## src/rtl/core/xees_pkg.sv

```systemverilog
// Shared types, character codes and marker tables for the XML element end scanner.
`timescale 1ns / 1ps

package xees_pkg;

    localparam int OUT_OFF_W = 20;
    localparam int MATCH_W   = 4;

    localparam logic [MATCH_W-1:0] CDATA_LEN   = 4'd9;
    localparam logic [MATCH_W-1:0] COMMENT_LEN = 4'd4;
    localparam logic [MATCH_W-1:0] SPLIT_IDX   = 4'd3;

    localparam logic [7:0] CH_LT       = 8'h3C;
    localparam logic [7:0] CH_GT       = 8'h3E;
    localparam logic [7:0] CH_SLASH    = 8'h2F;
    localparam logic [7:0] CH_QUOTE    = 8'h22;
    localparam logic [7:0] CH_BSLASH   = 8'h5C;
    localparam logic [7:0] CH_RBRACKET = 8'h5D;
    localparam logic [7:0] CH_DASH     = 8'h2D;
    localparam logic [7:0] CH_BANG     = 8'h21;
    localparam logic [7:0] CH_LBRACKET = 8'h5B;

    localparam logic [1:0] CLOSER_FULL = 2'd2;

    typedef enum logic [3:0] {
        PH_NORMAL,
        PH_LT,
        PH_LT_CD,
        PH_LT_CM,
        PH_SLASH,
        PH_QUOTE,
        PH_ESC,
        PH_IN_CD,
        PH_IN_CM
    } scan_phase_t;

    typedef enum logic [2:0] {
        ST_CLOSE_TAG,
        ST_SELF_CLOSE,
        ST_TEXT_END,
        ST_OPEN_COMMENT,
        ST_OPEN_CDATA,
        ST_DEPTH_OVERFLOW
    } end_status_t;

    typedef struct packed {
        logic                 have;
        end_status_t          status;
        logic [OUT_OFF_W-1:0] offset;
    } scan_result_t;

    // Characters of the CDATA opener, indexed by match position.
    function automatic logic [7:0] cdata_char(input logic [MATCH_W-1:0] idx);
        logic [7:0] ch;
        case (idx)
            4'd0: ch = CH_LT;
            4'd1: ch = CH_BANG;
            4'd2: ch = CH_LBRACKET;
            4'd3: ch = 8'h43;
            4'd4: ch = 8'h44;
            4'd5: ch = 8'h41;
            4'd6: ch = 8'h54;
            4'd7: ch = 8'h41;
            4'd8: ch = CH_LBRACKET;
            default: ch = 8'h00;
        endcase
        return ch;
    endfunction

    // Characters of the comment opener, indexed by match position.
    function automatic logic [7:0] comment_char(input logic [MATCH_W-1:0] idx);
        logic [7:0] ch;
        case (idx)
            4'd0: ch = CH_LT;
            4'd1: ch = CH_BANG;
            4'd2: ch = CH_DASH;
            4'd3: ch = CH_DASH;
            default: ch = 8'h00;
        endcase
        return ch;
    endfunction

endpackage

```

## src/rtl/core/xees_scan_core.sv

```systemverilog
// Scan state registers and the per-byte update logic of the element end scanner.
`timescale 1ns / 1ps

module xees_scan_core
    import xees_pkg::*;
#(
    parameter int OFFSET_BITS = 20,
    parameter int MAX_DEPTH   = 255
) (
    input  logic         aclk,
    input  logic         aresetn,
    input  logic         step_en,
    input  logic [7:0]   text_byte,
    input  logic         scan_start,
    input  logic         text_last,
    output scan_result_t result
);

    localparam int LEVEL_BITS = $clog2(MAX_DEPTH + 1);
    localparam logic [LEVEL_BITS-1:0] MAX_LEVEL = LEVEL_BITS'(MAX_DEPTH);

    scan_phase_t             phase_reg,  phase_next;
    logic [MATCH_W-1:0]      match_reg,  match_next;
    logic [LEVEL_BITS-1:0]   level_reg,  level_next;
    logic [OFFSET_BITS-1:0]  boff_reg,   boff_next;
    logic [OFFSET_BITS-1:0]  moff_reg,   moff_next;
    logic [1:0]              closer_reg, closer_next;
    logic                    fin_reg,    fin_next;

    logic [OFFSET_BITS-1:0]  cur_off;
    logic [OFFSET_BITS-1:0]  rep_off;
    logic                    have;
    end_status_t             status;
    logic                    do_normal;
    logic                    cd_ok;
    logic                    cm_ok;
    logic [OFFSET_BITS+OUT_OFF_W-1:0] rep_off_wide;

    always_comb begin
        phase_next  = scan_start ? PH_NORMAL : phase_reg;
        match_next  = scan_start ? '0 : match_reg;
        level_next  = scan_start ? '0 : level_reg;
        boff_next   = scan_start ? '0 : boff_reg;
        moff_next   = scan_start ? '0 : moff_reg;
        closer_next = scan_start ? '0 : closer_reg;
        fin_next    = scan_start ? 1'b0 : fin_reg;
        cur_off     = boff_next;
        have        = 1'b0;
        status      = ST_CLOSE_TAG;
        rep_off     = '0;
        do_normal   = 1'b0;
        cd_ok       = 1'b0;
        cm_ok       = 1'b0;

        if (!fin_next) begin
            boff_next = cur_off + 1'b1;
            case (phase_next)
                PH_LT, PH_LT_CD, PH_LT_CM: begin
                    if (phase_next == PH_LT && match_next == 4'd1 && text_byte == CH_SLASH) begin
                        if (level_next == '0) begin
                            have     = 1'b1;
                            status   = ST_CLOSE_TAG;
                            rep_off  = moff_next;
                            fin_next = 1'b1;
                        end else begin
                            level_next = level_next - 1'b1;
                            do_normal  = 1'b1;
                        end
                    end else begin
                        cd_ok = phase_next != PH_LT_CM && match_next < CDATA_LEN
                                && text_byte == cdata_char(match_next);
                        cm_ok = phase_next != PH_LT_CD && match_next < COMMENT_LEN
                                && text_byte == comment_char(match_next);
                        if (cd_ok) begin
                            match_next = match_next + 1'b1;
                            if (match_next == CDATA_LEN) begin
                                phase_next  = PH_IN_CD;
                                closer_next = '0;
                            end else begin
                                phase_next = (match_next >= SPLIT_IDX) ? PH_LT_CD : PH_LT;
                            end
                        end else if (cm_ok) begin
                            match_next = match_next + 1'b1;
                            if (match_next == COMMENT_LEN) begin
                                // The opener's dashes already count toward the closer.
                                phase_next  = PH_IN_CM;
                                closer_next = CLOSER_FULL;
                            end else begin
                                phase_next = (match_next >= SPLIT_IDX) ? PH_LT_CM : PH_LT;
                            end
                        end else begin
                            // The pending '<' was an opening tag after all.
                            if (level_next == MAX_LEVEL) begin
                                have     = 1'b1;
                                status   = ST_DEPTH_OVERFLOW;
                                rep_off  = moff_next;
                                fin_next = 1'b1;
                            end else begin
                                level_next = level_next + 1'b1;
                            end
                            do_normal = 1'b1;
                        end
                    end
                end
                PH_SLASH: begin
                    if (text_byte == CH_GT) begin
                        if (level_next == '0) begin
                            have     = 1'b1;
                            status   = ST_SELF_CLOSE;
                            rep_off  = moff_next;
                            fin_next = 1'b1;
                        end else begin
                            level_next = level_next - 1'b1;
                        end
                    end
                    do_normal = 1'b1;
                end
                PH_QUOTE: begin
                    if (text_byte == CH_BSLASH) begin
                        phase_next = PH_ESC;
                    end else if (text_byte == CH_QUOTE) begin
                        phase_next = PH_NORMAL;
                    end
                end
                PH_ESC: begin
                    phase_next = PH_QUOTE;
                end
                PH_IN_CD, PH_IN_CM: begin
                    if (text_byte == ((phase_next == PH_IN_CD) ? CH_RBRACKET : CH_DASH)) begin
                        if (closer_next < CLOSER_FULL) begin
                            closer_next = closer_next + 1'b1;
                        end
                    end else if (text_byte == CH_GT && closer_next == CLOSER_FULL) begin
                        closer_next = '0;
                        phase_next  = PH_NORMAL;
                    end else begin
                        closer_next = '0;
                    end
                end
                default: begin
                    do_normal = 1'b1;
                end
            endcase

            if (do_normal && !fin_next) begin
                if (text_byte == CH_LT) begin
                    phase_next = PH_LT;
                    match_next = 4'd1;
                    moff_next  = cur_off;
                end else if (text_byte == CH_SLASH) begin
                    phase_next = PH_SLASH;
                    moff_next  = cur_off;
                end else if (text_byte == CH_QUOTE) begin
                    phase_next = PH_QUOTE;
                end else begin
                    phase_next = PH_NORMAL;
                end
            end

            if (!fin_next && text_last) begin
                if (phase_next == PH_LT || phase_next == PH_LT_CD || phase_next == PH_LT_CM) begin
                    if (level_next == MAX_LEVEL) begin
                        have     = 1'b1;
                        status   = ST_DEPTH_OVERFLOW;
                        rep_off  = moff_next;
                        fin_next = 1'b1;
                    end else begin
                        level_next = level_next + 1'b1;
                    end
                end
                if (!fin_next) begin
                    have     = 1'b1;
                    rep_off  = boff_next;
                    fin_next = 1'b1;
                    if (phase_next == PH_IN_CD) begin
                        status = ST_OPEN_CDATA;
                    end else if (phase_next == PH_IN_CM) begin
                        status = ST_OPEN_COMMENT;
                    end else begin
                        status = ST_TEXT_END;
                    end
                end
            end
        end
    end

    // Offsets are reported in a fixed 20-bit field whatever the counter width.
    assign rep_off_wide  = {{OUT_OFF_W{1'b0}}, rep_off};
    assign result.have   = step_en && have;
    assign result.status = status;
    assign result.offset = rep_off_wide[OUT_OFF_W-1:0];

    always_ff @(posedge aclk) begin
        if (!aresetn) begin
            phase_reg  <= PH_NORMAL;
            match_reg  <= '0;
            level_reg  <= '0;
            boff_reg   <= '0;
            moff_reg   <= '0;
            closer_reg <= '0;
            fin_reg    <= 1'b1;
        end else if (step_en) begin
            phase_reg  <= phase_next;
            match_reg  <= match_next;
            level_reg  <= level_next;
            boff_reg   <= boff_next;
            moff_reg   <= moff_next;
            closer_reg <= closer_next;
            fin_reg    <= fin_next;
        end
    end

    a_level_bound: assert property (@(posedge aclk) disable iff (!aresetn)
        level_reg <= MAX_LEVEL)
        else $error("nesting level above maximum depth");

    a_result_finishes: assert property (@(posedge aclk) disable iff (!aresetn)
        result.have |=> fin_reg)
        else $error("scan still open after reporting its end");

    a_idle_silent: assert property (@(posedge aclk) disable iff (!aresetn)
        fin_reg && !scan_start |-> !have)
        else $error("result produced while idle");

endmodule

```

## src/rtl/core/xml_element_end_scanner.sv

```systemverilog
// Top level of the XML element end scanner: input register, scan core, result register.
//
// Usage: text streams in on the s_ channel one byte per word, with s_scan_start
// on the byte just inside the opened element and s_text_last on the final byte.
// Each scan yields at most one word on the m_ channel: m_end_status says how
// the scan ended (closing tag, self-close, end of text, open comment, open
// CDATA, depth overflow) and m_end_offset gives the byte offset from the start.
// Bytes outside a scan are consumed and ignored.
// A byte is scanned from the input register straight into the result register.
// Throughput: one byte per cycle while no result waits on a low m_ready; the scan
// state update for a byte is combinational between the input register and the
// result register.
// When m_ready is low with a result waiting, one more byte is still taken into
// the input register; further bytes wait until the result is taken.
// Reset (aresetn low, synchronous) empties both registers and puts the
// scanner idle until a byte with s_scan_start arrives.
`timescale 1ns / 1ps

module xml_element_end_scanner
    import xees_pkg::*;
#(
    parameter int OFFSET_BITS = 20,
    parameter int MAX_DEPTH   = 255
) (
    input  logic                 aclk,
    input  logic                 aresetn,
    input  logic                 s_valid,
    output logic                 s_ready,
    input  logic [7:0]           s_text_byte,
    input  logic                 s_scan_start,
    input  logic                 s_text_last,
    output logic                 m_valid,
    input  logic                 m_ready,
    output logic [2:0]           m_end_status,
    output logic [OUT_OFF_W-1:0] m_end_offset
);

    logic                 in_valid_reg;
    logic [7:0]           in_byte_reg;
    logic                 in_start_reg;
    logic                 in_last_reg;
    logic                 m_valid_reg;
    end_status_t          m_status_reg;
    logic [OUT_OFF_W-1:0] m_offset_reg;
    logic                 step_en;
    scan_result_t         result;

    // A held word is processed once the result register can take its outcome.
    assign step_en = in_valid_reg && (!m_valid_reg || m_ready);
    assign s_ready = !in_valid_reg || step_en;

    always_ff @(posedge aclk) begin
        if (!aresetn) begin
            in_valid_reg <= 1'b0;
        end else if (s_valid && s_ready) begin
            in_valid_reg <= 1'b1;
        end else if (step_en) begin
            in_valid_reg <= 1'b0;
        end
    end

    always_ff @(posedge aclk) begin
        if (s_valid && s_ready) begin
            in_byte_reg  <= s_text_byte;
            in_start_reg <= s_scan_start;
            in_last_reg  <= s_text_last;
        end
    end

    xees_scan_core #(
        .OFFSET_BITS(OFFSET_BITS),
        .MAX_DEPTH  (MAX_DEPTH)
    ) u_core (
        .aclk      (aclk),
        .aresetn   (aresetn),
        .step_en   (step_en),
        .text_byte (in_byte_reg),
        .scan_start(in_start_reg),
        .text_last (in_last_reg),
        .result    (result)
    );

    always_ff @(posedge aclk) begin
        if (!aresetn) begin
            m_valid_reg <= 1'b0;
        end else if (result.have) begin
            m_valid_reg <= 1'b1;
        end else if (m_ready) begin
            m_valid_reg <= 1'b0;
        end
    end

    always_ff @(posedge aclk) begin
        if (result.have) begin
            m_status_reg <= result.status;
            m_offset_reg <= result.offset;
        end
    end

    assign m_valid      = m_valid_reg;
    assign m_end_status = m_status_reg;
    assign m_end_offset = m_offset_reg;

    a_result_loaded: assert property (@(posedge aclk) disable iff (!aresetn)
        result.have |=> m_valid_reg)
        else $error("scan result not captured");

    a_status_range: assert property (@(posedge aclk) disable iff (!aresetn)
        m_valid_reg |-> m_status_reg <= ST_DEPTH_OVERFLOW)
        else $error("end status out of range");

    a_no_overwrite: assert property (@(posedge aclk) disable iff (!aresetn)
        m_valid_reg && !m_ready |-> !result.have)
        else $error("pending result overwritten");

endmodule

```

## config.mk

```make
export PLATFORM = sky130hd
export DESIGN_NAME = xml_element_end_scanner
export DESIGN_NICKNAME = d
export VERILOG_FILES = /design/src/rtl/core/xees_pkg.sv /design/src/rtl/core/xees_scan_core.sv /design/src/rtl/core/xml_element_end_scanner.sv
export SDC_FILE = /design/constraint.sdc
export NUM_CORES = 1
export LEC_CHECK = 0
export BUFFER_PORTS_ARGS = -buffer_cell sky130_fd_sc_hd__buf_2
export CORE_MARGIN = 2
export CORE_UTILIZATION = 60
export CTS_CLUSTER_DIAMETER = 30
export CTS_CLUSTER_SIZE = 16
export DETAILED_ROUTE_END_ITERATION = 8
export PLACE_DENSITY = 0.82
export SYNTH_ARGS = -nofsm -noshare
export SYNTH_HDL_FRONTEND = slang
export SYNTH_SLANG_ARGS = --single-unit
```

## constraint.sdc

```tcl
create_clock -name aclk -period 6.43 [get_ports aclk]
set_input_delay 0.3215 -clock aclk [delete_from_list [all_inputs] [get_ports aclk]]
set_output_delay 0.3215 -clock aclk [all_outputs]
set_load 0.02 [all_outputs]
```

==> results.md, run 1 <==
- Sequential elements use 30.3% of the synthesized area.
- The worst slew margin relative to its limit is 27.0%.
- The unique cell type count in the Yosys netlist is 91.
- In this run the power density over the cells is 165 nW/um^2.
- Relative to the synthesized area, the layout overhead comes to 6.67%.
- The total area inside the core boundary comes to 12000 sq um.
- Summed over all cells, the static leakage comes to 2.66 nW.
- With fillers left out, the area of the finished cells amounts to 7790 sq um.
- The run finished with clean final reports.
- The average cell area after synthesis is 7.95 sq um.
- The tool flagged a number of max-cap violations equal to 0.
- The H-tree was split into 3 levels.
- In the layout the commonest cells are nand2_1, o21ai_0, dfxtp_1.
- The tree is rooted in a clkbuf_16.
- The number of detailed-route iterations in the first pass is 7.
- The die extent in x is 114 microns.
- The area enclosed by the die boundary is 13100 sq um.
- The proportion of layout cells with a drive suffix above 1 is 11.7%.
- The mean number of vias per cell is slightly below 7.
- The cell area reported after detailed placement is 7500 sq um.
- For flop-to-flop paths, the worst setup slack is 1200 ps.
- The commonest non-fill, non-tap cell in the layout is nand2_1.
- The Yosys step of the flow raised 0 warnings.
- The wire length of the first global-routing pass is 34.5 mm.
- The buffer depth of the longest clock path is 2.
- In this run the critical register-to-register path is captured at m_end_offset[11].
- In this run the remaining antenna-violating nets after routing total 0.
- For the pin with the worst max-slew slack, the measured transition is 1090 ps.
- The detailed-route wire length per cell is 19.9 microns.
- In this run, synthesis inferred 33 flip-flops with an integrated enable.
- After clock tree synthesis, the clock-pin slew on the worst setup and hold paths is 70 ps.
- The number of hold violations in the final report was 0.
- The number of instances on the worst hold path is 1.
- Setup repair after global routing left no endpoint under its margin.
- The final layout net count is roughly 950.
- The depth of the worst register-to-register path is 13.
- The top fanout value on the critical path is 14.
- The synthesized area is about 7300 sq um.
- The post-synthesis cell count is 919.
- In this run the critical register-to-register path is launched from u_core.match_reg[1].
- The sum of negative setup slack is 0 ps.
- The timing-limited maximum frequency is between 150 and 200 MHz.
- The largest net degree at the start of global routing is 63.
- The largest voltage drop on the vdd net is slightly below 0.0002 V.
- The min-delay analysis places its worst path in the category in -> reg.
- The total number of placement rows is 40.
- At the end of routability-driven placement, the weighted congestion stood at 1.01.
- The number of gates resized after CTS was 0.
- The height of the chip is 114 microns.
- The number of DRC violations after detailed routing is 0.
- The terminating pin of the worst hold path is in_byte_reg[2].
- The category of the worst setup path launch point is a flip-flop.
- On the final layout, the worst clock skew is 10.3 ps.
- The number of flip-flops and latches in the synthesized netlist is 94.
- The number of DRC violations after detailed-routing iteration 0 is 943.
- The number of inserted diodes is 0.
- The final-report max-slew violation count is 0.
- The number of clock buffers added by TritonCTS is 9.
- The initial antenna violation count was 0.
- The routed wire length is between 20 and 25 mm.
- The number of buffers added to fix hold violations after cts is 0.
- The worst setup path is captured at a flip-flop.
- The kind of critical path is reg -> reg.
- TritonCTS built the clock tree.
- The number of inserted filler cells in the final layout is 1003.
- Data arrives at the worst endpoint at 5460 ps.
- For the worst-skew pair, the clock arrives at the later sink with an insertion delay of ~360 ps.
- Counting flops with an async set or reset pin after synthesis yields a share of 0%.
- The number of buffers added on ports is 38.
- The total number of vias is roughly 7300.
- Synthesis produced a netlist with a net count of 945.
- Buffers added to address setup during post-CTS repair amount to 0.
- The total global routing overflow is 0.
- The effective utilization at floorplan is 61.0%.
- The leading register cell type out of synthesis is dfxtp_1.
- Global routing consumed, over all layers together, 33.3% of the routing resources.
- The data required time of the worst path is 6660 ps.
- The post-detailed-placement half-perimeter wirelength is 14.6 mm.
- Dividing the final minimum period by the clock period gives around 80%.
- The smallest clock period supported by the final layout is computed as around 5200 ps.
- The clock sink total is 94.
- The number of global-route vias before repair is 6683.
- The number of ports placed on the die boundary is 39.
- Setup violations remaining at the end of the flow were counted as 0.
- The startpoint identified for the worst hold timing path is s_text_byte[2].
-- stage by stage --
| step | utilization [%] | hold slack [ps] | power [mW] | cells | setup WS, ps |
|---|---|---|---|---|---|
| finish | 65.1 | 138 | 1.28 | 1072 | 1200 |
| global route | 65.1 | 134 | 1.32 | 1072 | 826 |
| CTS | 65.1 | 127 | 1.29 | 1072 | 1290 |
| detailed placement | 62.7 | 464 | 0.762 | 1056 | 1300 |
| global placement | 62.7 | 458 | 0.760 | 1056 | 1510 |
| floorplan | - | 420 | 0.728 | 919 | 1260 |
-- cells by family after synthesis --
logic type	Yosys count	synth area share [%]
simple gates	406	30.1
compound gates	286	27.3
flops	94	30.3
buf+inv	80	4.85
xor+xnor	25	3.10
mux	16	2.26
fa+ha+maj	12	2.06
-- Yosys cell counts, drive strengths merged, types with 13 or more instances --
library cell	count	share of area (%)
nand4	17	1.5
nor2b	48	4.1
o21ai	73	5.2
xnor2	13	1.6
a21boi	18	2.0
edfxtp	33	14
a21oi	49	3.6
nor3	31	2.7
nor2	52	2.7
a22oi	38	3.9
nand2	120	6.2
clkbuf	35	1.8
dfxtp	61	17
and3	22	1.9
inv	19	0.98
nand3	37	2.8
buf	26	2.1
-- metal layers --
layer	wire, microns	up-vias	track usage, %	share of wire [%]
li1	-	3432	-	-
met1	9110	3385	46.5	43
met2	9350	457	49.6	44
met3	2290	52	8.15	11
met4	575	0	13.6	2.7
met5	0	-	0	0
-- how the worst max path moves through the flow --
| stage | depth (start not counted) | slack, ps | endpoint | startpoint |
|---|---|---|---|---|
| after floorplan | 21 | 1260 | m_end_offset[5] | in_start_reg |
| after global placement | 14 | 1510 | m_end_offset[11] | u_core.match_reg[1] |
| after detailed placement | 14 | 1300 | m_end_offset[11] | u_core.match_reg[1] |
| after CTS | 14 | 1290 | m_end_offset[11] | u_core.match_reg[1] |
| after global routing | 15 | 830 | m_end_offset[12] | u_core.match_reg[1] |
| final | 13 | 1200 | m_end_offset[11] | u_core.match_reg[1] |
-- critical path, stage by stage (launching register included) --
cell and delay [ps]:
dfxtp_1 470, nand2_1 200, ha_1 320, mux2i_1 200, mux2_1 330, a211o_1 280, or4_1 550, o2111ai_1 540
nand3_1 570, nor2_1 1010, and3_1 270, o2111ai_1 120, o21ai_0 120, a211o_1 120
-- final cells by class --
cell class | count | area, sq um | area share [%]
clock buffer | 10 | 239 | 3.07
clock inverter | 6 | 53.8 | 0.691
inverter | 19 | 71.3 | 0.916
multi-input combinational | 745 | 4740 | 60.9
sequential | 94 | 2210 | 28.4
tap | 147 | 184 | 2.36
timing repair buffer | 51 | 288 | 3.69
-- report_power, final --
group	leakage [nW]	switching [mW]	internal, mW
logic	1.70	0.0778	0.0378
clock network	0.142	0.250	0.280
registers	0.827	0.0139	0.622
total	2.66	0.341	0.940
(Power assumes the default switching activity.)
==> run 2, diff against run 1 <==
clock period = 4.9 ns   (was 6.43 ns; I/O delays follow)
==> results.md, run 2 (synthesis results as in run 1) <==
- Setup repair after global routing left no endpoint under its margin.
- The number of buffers added to fix hold violations after cts is 0 (unchanged).
- The kind of critical path is reg -> reg.
- The total power divided by cell area is 219 nW/um^2 (+33%).
- The timing-limited maximum frequency was 213 MHz (+12%).
- The setup slack of the critical path after layout came to 213 ps (-986 ps).
- The largest net degree at the start of global routing was 89 (+41%).
- The part of the cycle the worst path needs is 95.7% (+14 points).
- The effective utilization at floorplan is 61.0% (unchanged).
- The mean number of vias per cell is 6.85 (+0.22%).
- The initial antenna violation count is 0 (unchanged).
- The actual transition at the worst max-transition pin was 1030 ps (-60.0 ps).
- Traced cell by cell, the critical path runs through inv_1 -> nand2_1 -> ha_2 -> mux2i_1 -> mux2_1 -> a211o_1 -> or4_4 -> o2111ai_1 -> nand3_1 -> buf_4 -> nor2_1 -> and3_1 -> o2111ai_1 -> o21ai_0 -> a211o_1.
- The cell area reported after detailed placement is 7630 sq um (+1.9%).
- The minimum hold slack is 66.2 ps (-71.7 ps).
- The minimum period implied by the final worst setup slack came to 4690 ps (-544 ps).
- The data required time of the worst path is 5120 ps (-1540 ps).
- The internal power is 1.33 mW (+41%).
- The area enclosed by the die boundary is 13100 sq um (unchanged).
- The wire length of the first global-routing pass is 34.5 mm (-0.24%).
- The nature of the critical path endpoint is a flip-flop.
- The number of hold violations in the final report is 0 (unchanged).
- The number of cells in the finished layout apart from fillers is 1085 (+1.2%).
- TritonCTS built the clock tree.
- On the critical path, the stage with the largest delay is an instance of nor2_1.
- The post-detailed-placement half-perimeter wirelength is 14.9 mm (+2.1%).
- The area of the placeable core is 12000 sq um (unchanged).
- The total setup buffers inserted after CTS is 0 (unchanged).
- The switching share of total power is 23.6% (-3.0 points).
- The sum of negative setup slack came to 0 ps (unchanged).
- The final-report max-slew violation count was 0 (unchanged).
- The number of inserted diodes was 0 (unchanged).
- The number of DRC violations after detailed-routing iteration 0 is 992 (+5.2%).
- The share of total power in the clock network is 43.1% (+1.8 points).
- The detailed-route wire length per cell came to 19.7 microns (-1.1%).
- The number of detailed-route iterations in the first pass is 6 (-1).
- The overall fraction of global-route tracks in use was 33.1% (-0.26 points).
- The run finished with clean final reports.
- The count of max-cap constraint violations is 0 (unchanged).
- The clock-pin slew of the registers on the worst-case setup and hold paths was 60 ps (about the same).
- The number of nets with antenna violations after routing was 0 (unchanged).
- The number of buffers added on ports is 38 (unchanged).
- The worst-case setup slack after placement is 251 ps (-1050 ps).
- The final design utilization was 66.5% (+1.4 points).
- The total number of vias is 7431 (+1.4%).
- The largest voltage drop on the vdd net was 0.000276 V (+40%).
- The clock sink total is 94 (unchanged).
- The number of ports placed on the die boundary came to 39 (unchanged).
- Leaving out fill and tap cells, the most frequent cell in the layout is nand2_1.
- The leakage power is 2.75 nW (+3.2%).
- The final instance area is 7950 sq um (+2.1%).
- The placer congestion estimate is 0.997 (-1.2%).
- The longest individual stage delay on the worst path came to 790 ps (-220 ps).
- The total number of H-tree levels was 3 (unchanged).
- The worst path arrival time is 4910 ps (-550 ps).
- The die extent in x is 114 microns (unchanged).
- The number of global-route vias before repair is 6684 (+0.015%).
- The count of placed standard cells including taps is 1069 (+1.2%).
- The synthesis-to-layout area growth is 8.93%.
- The worst slew margin relative to its limit was 31.1% (+4.0 points).
- The number of DRC violations after detailed routing is 0 (unchanged).
- The combinational fraction of design power was 8.8% (-0.2 points).
- The category of the worst setup path launch point is a flip-flop.
- The net switching power of the design came to 411 uW (+20%).
- The height of the chip is 114 microns (unchanged).
- The total power consumption of the routed design is 1.74 mW (+36%).
- The number of CTS-inserted buffers came to 9 (unchanged).
- The tree is rooted in a clkbuf_16.
- The number of failing setup endpoints in the final timing report came to 0 (unchanged).
- The worst hold path belongs to the class in -> reg.
- The buffer depth of the longest clock path was 2 (unchanged).
- The clock latency on the worst-skew pair is 350 ps (about the same).
- In the layout the commonest cells are nand2_1, o21ai_0, dfxtp_1.
- The routed wire length is 21.4 mm (+0.13%).
- The top fanout value on the critical path is 14 (unchanged).
- The clock skew after layout is 9.21 ps (-1.08 ps).
- The total number of placement rows is 40 (unchanged).
- The proportion of layout cells with a drive suffix above 1 is 12.9% (+1.2 points).
- The fraction of power consumed by sequential logic is 48.1% (-1.6 points).
- The total global routing overflow is 0 (unchanged).
- The final layout net count came to 959 (+1.4%).
run 2: layer usage:
metal  vias up  GRT usage (%)  share of wire [%]
li1       3466              -                  -
met4         0           10.9                2.4
met2       494           49.7                 43
met5         -              0                  0
met3        56           8.10                 11
met1      3415           46.7                 43
run 2: power by group through the flow:
stage | Combinational [mW] | Sequential (mW) | Clock [mW]
finish | 0.154 | 0.837 | 0.750
global route | 0.167 | 0.838 | 0.785
CTS | 0.150 | 0.836 | 0.754
detailed placement | 0.150 | 0.853 | 0
global placement | 0.148 | 0.853 | 0
floorplan | 0.111 | 0.846 | 0
run 2: final cells by class:
class | count | area, sq um
fill | 1007 | 4010
inverter | 19 | 71.3
multi-input combinational | 745 | 4760
tap | 147 | 184
clock buffer | 12 | 246
clock inverter | 4 | 71.3
sequential | 94 | 2210
timing repair buffer | 64 | 410
run 2: worst max-delay path: cells and delay by family (launching register included):
kind                       cells  cell delay (ps)
and+or+nand+nor                5             1850
buffers and inverters          2              360
DFF                            1              430
muxes                          2              500
adders and majority gates      1              270
AOI/OAI and AO/OA              5             1150
run 2: path summary, 6_finish.rpt:
| check | slack (ps) | endpoint | start | cells past startpoint |
|---|---|---|---|---|
| worst min-delay path | 70 | in_start_reg | s_scan_start | 1 |
| worst max-delay path | 210 | m_end_offset[11] | in_start_reg | 15 |
| worst min register to register | 470 | u_core.closer_reg[1] | u_core.closer_reg[1] | 2 |
| worst max register to register | 210 | m_end_offset[11] | in_start_reg | 15 |
run 2: what timing repair did:
action                                  CTS  global route
endpoints found under the setup margin    0             3
resized for setup                         0             1
hold endpoints to repair                  0             0
==> run 3, diff against run 2 <==
--- a/config.mk
+++ b/config.mk
@@ -8,2 +8,3 @@
 export BUFFER_PORTS_ARGS = -buffer_cell sky130_fd_sc_hd__buf_2
+export CORE_ASPECT_RATIO = 1.75
 export CORE_MARGIN = 2
==> constraint.sdc (replaced) <==
create_clock -name aclk -period 4.8 [get_ports aclk]
set_input_delay 0.48 -clock aclk [delete_from_list [all_inputs] [get_ports aclk]]
set_output_delay 0.48 -clock aclk [all_outputs]
set_load 0.02 [all_outputs]
==> results.md, run 3 (synthesis results as in run 1) <==
- The flow ran to the end, and the final reports show no timing, DRC or antenna violations.
- The part of the cycle the worst path needs is 95.0% (-0.62 points).
- Traced cell by cell, the critical path runs through inv_2 -> nand2_2 -> ha_4 -> mux2i_1 -> mux2_1 -> a211o_1 -> or4_4 -> o21ai_4 -> mux2i_1 -> o221ai_2 -> ha_4 -> inv_1 -> a211oi_1 -> nand4_1 -> or3_1 -> a211oi_1 -> a2bb2oi_1.
- The CTS tree is done.
- The total global routing overflow is 0 (unchanged).
- The total number of placement rows is 53 (+33%).
- The number of buffers added on ports is 38 (unchanged).
- The tightest min-delay check is of the in -> reg type.
- The setup slack of the critical path after layout is 238 ps (+25.4 ps).
- The clock sink total is 94 (unchanged).
- The wire length on met2 is 12.3 mm (+33%).
- The clock latency on the worst-skew pair was 360 ps (about the same).
- The sum of buffers and inverters on the critical path was 2 (unchanged).
- The number of nets with antenna violations after routing came to 0 (unchanged).
- Routed signal wires occupy layers up through met4.
- The area enclosed by the die boundary was 13100 sq um (+0.27%).
- The largest net degree at the start of global routing is 89 (unchanged).
- The wire length of the first global-routing pass was 37.6 mm (+9.1%).
- The routed wire length is 24.1 mm (+13%).
- The total number of H-tree levels is 3 (unchanged).
- The number of failing setup endpoints in the final timing report is 0 (unchanged).
- The mean number of vias per cell was 7.02 (+2.5%).
- The total number of vias was 7625 (+2.6%).
- From synthesis to final layout, the design area changed by 10.5%.
- STA classifies the critical path startpoint as a flip-flop.
- The count of placed standard cells including taps is 1067 (-0.19%).
- The number of detailed-route iterations in the first pass came to 5 (-1).
- The die extent in x was 87.4 microns (-24%).
- The final-report max-slew violation count is 0 (unchanged).
- The endpoint of the worst-slack reg-to-reg timing path is m_end_offset[5].
- The reg2reg setup slack came to 240 ps (+30 ps).
- The kind of cell with the highest combined delay along the critical path is compound AO/OA/AOI/OAI gates.
- The final layout net count is 970 (+1.1%).
- Leaving out fill and tap cells, the most frequent cell in the layout is nand2_1.
- The worst-case setup slack after placement is 119 ps (-132 ps).
- The critical path launch point is in_start_reg.
- The number of inserted filler cells in the final layout is 1033 (+2.6%).
- The number of buffers added to fix hold violations after cts was 0 (unchanged).
- The cell area reported after detailed placement is 7700 sq um (+0.84%).
- The top fanout value on the critical path is 7 (-7).
- The number of global-route vias before repair is 7411 (+11%).
- The number of cells in the finished layout apart from fillers is 1086 (+0.092%).
- The most critical setup path has its endpoint at m_end_offset[5].
- The number of CTS-inserted buffers is 9 (unchanged).
- The number of hold violations in the final report is 0 (unchanged).
- The clock-pin slew of the registers on the worst-case setup and hold paths came to 80 ps (+20 ps).
- The multi-input logic area came to 4800 sq um (+0.79%).
- The worst setup path is captured at a flip-flop.
- The effective utilization at floorplan is 61.2% (+0.13 points).
- The worst slew margin relative to its limit is 8.79% (-22 points).
- The number of DRC violations after detailed-routing iteration 0 is 616 (-38%).
- The count of max-cap constraint violations came to 0 (unchanged).
- The root buffer cell is clkbuf_16.
- The largest voltage drop on the vdd net is 0.000188 V (-32%).
- The detailed-route wire length per cell was 22.2 microns (+13%).
- For this design, the slowest cell found on the critical path is or4_4.
- The overall fraction of global-route tracks in use is 37.1% (+4.1 points).
- The instance count on the critical path was 17 (+2).
- The top cell types in the final layout, fill and taps aside, are nand2_1, dfxtp_1, o21ai_0.
- The height of the chip is 150 microns (+31%).
- The longest individual stage delay on the worst path is 610 ps (-180 ps).
- The minimum period implied by the final worst setup slack is 4560 ps (-125 ps).
- The worst path arrival time was 4770 ps (-140 ps).
- The detailed-routing wirelength on met1 is 8.44 mm (-8.2%).
- In this run the critical register-to-register path is launched from in_start_reg.
- The data required time of the worst path is 5000 ps (-120 ps).
- The setup path with the least slack is of type reg -> reg.
- The actual transition at the worst max-transition pin was 1370 ps (+338 ps).
- The timing-limited maximum frequency came to 219 MHz (+2.7%).
- The clock skew after layout was 13.9 ps (+4.67 ps).
- The final design utilization was 67.6% (+1.1 points).
- The number of ports placed on the die boundary came to 39 (unchanged).
- The buffer depth of the longest clock path is 2 (unchanged).
- The proportion of layout cells with a drive suffix above 1 is 14.8% (+1.9 points).
- The post-detailed-placement half-perimeter wirelength is 17.2 mm (+16%).
- The area of the placeable core is 11900 sq um (-0.21%).
- The placer congestion estimate is 1.02 (+2.2%).
- The number of inserted diodes is 0 (unchanged).
- The register area is 2210 sq um (unchanged).
- The final instance area is 8070 sq um (+1.4%).
- The initial antenna violation count came to 0 (unchanged).
- The total power divided by cell area is 227 nW/um^2 (+3.7%).
- The leakage power is 2.83 nW (+2.8%).
- The depth of the worst register-to-register path is 17 (+2).
- The number of DRC violations after detailed routing was 0 (unchanged).
- The wire length on met3 is 1.51 mm (-37%).
## run 3: worst min path at each step
stage | startpoint | endpoint | cells past startpoint
after detailed placement | u_core.closer_reg[1] | u_core.closer_reg[1] | 2
final | s_text_byte[4] | in_byte_reg[4] | 1
after floorplan | u_core.closer_reg[1] | u_core.closer_reg[1] | 2
after global routing | s_text_last | in_last_reg | 1
after global placement | u_core.closer_reg[1] | u_core.closer_reg[1] | 2
after CTS | s_text_byte[1] | in_byte_reg[1] | 1
## run 3: per-layer routing
metal	vias to the layer above	track usage, %
li1	3482	-
met4	0	26.3
met2	431	64.1
met1	3579	40.1
met5	-	0
met3	133	5.85
## run 3: final cells by class
| class | instances | area share, % |
|---|---|---|
| Multi-Input combinational cell | 745 | 59.5 |
| Sequential cell | 94 | 27.4 |
| Timing Repair Buffer | 75 | 5.96 |
| Clock buffer | 10 | 3.10 |
| Tap cell | 137 | 2.13 |
| Clock inverter | 6 | 1.04 |
| Inverter | 19 | 0.884 |
## run 3: where the power goes
group / total [mW] / leakage, nW / internal [mW] / switching [mW]
combinational: 0.169 / 1.84 / 0.0562 / 0.113
sequential: 0.853 / 0.827 / 0.834 / 0.0194
clock: 0.807 / 0.163 / 0.449 / 0.358
## run 3: per-stage QoR
stage / total power, mW / setup TNS (ps) / hold slack (ps)
detailed placement: 1.03 / 0 / 467
global route: 1.87 / -33.3 / 286
global placement: 1.03 / 0 / 463
CTS: 1.82 / 0 / 291
finish: 1.83 / 0 / 292
floorplan: 0.979 / 0 / 444
## run 3: timing repair
| item | CTS | global route |
|---|---|---|
| buffers inserted | 0 | 3 |
| endpoints found under the setup margin | 0 | 11 |
| resized for setup | 0 | 1 |
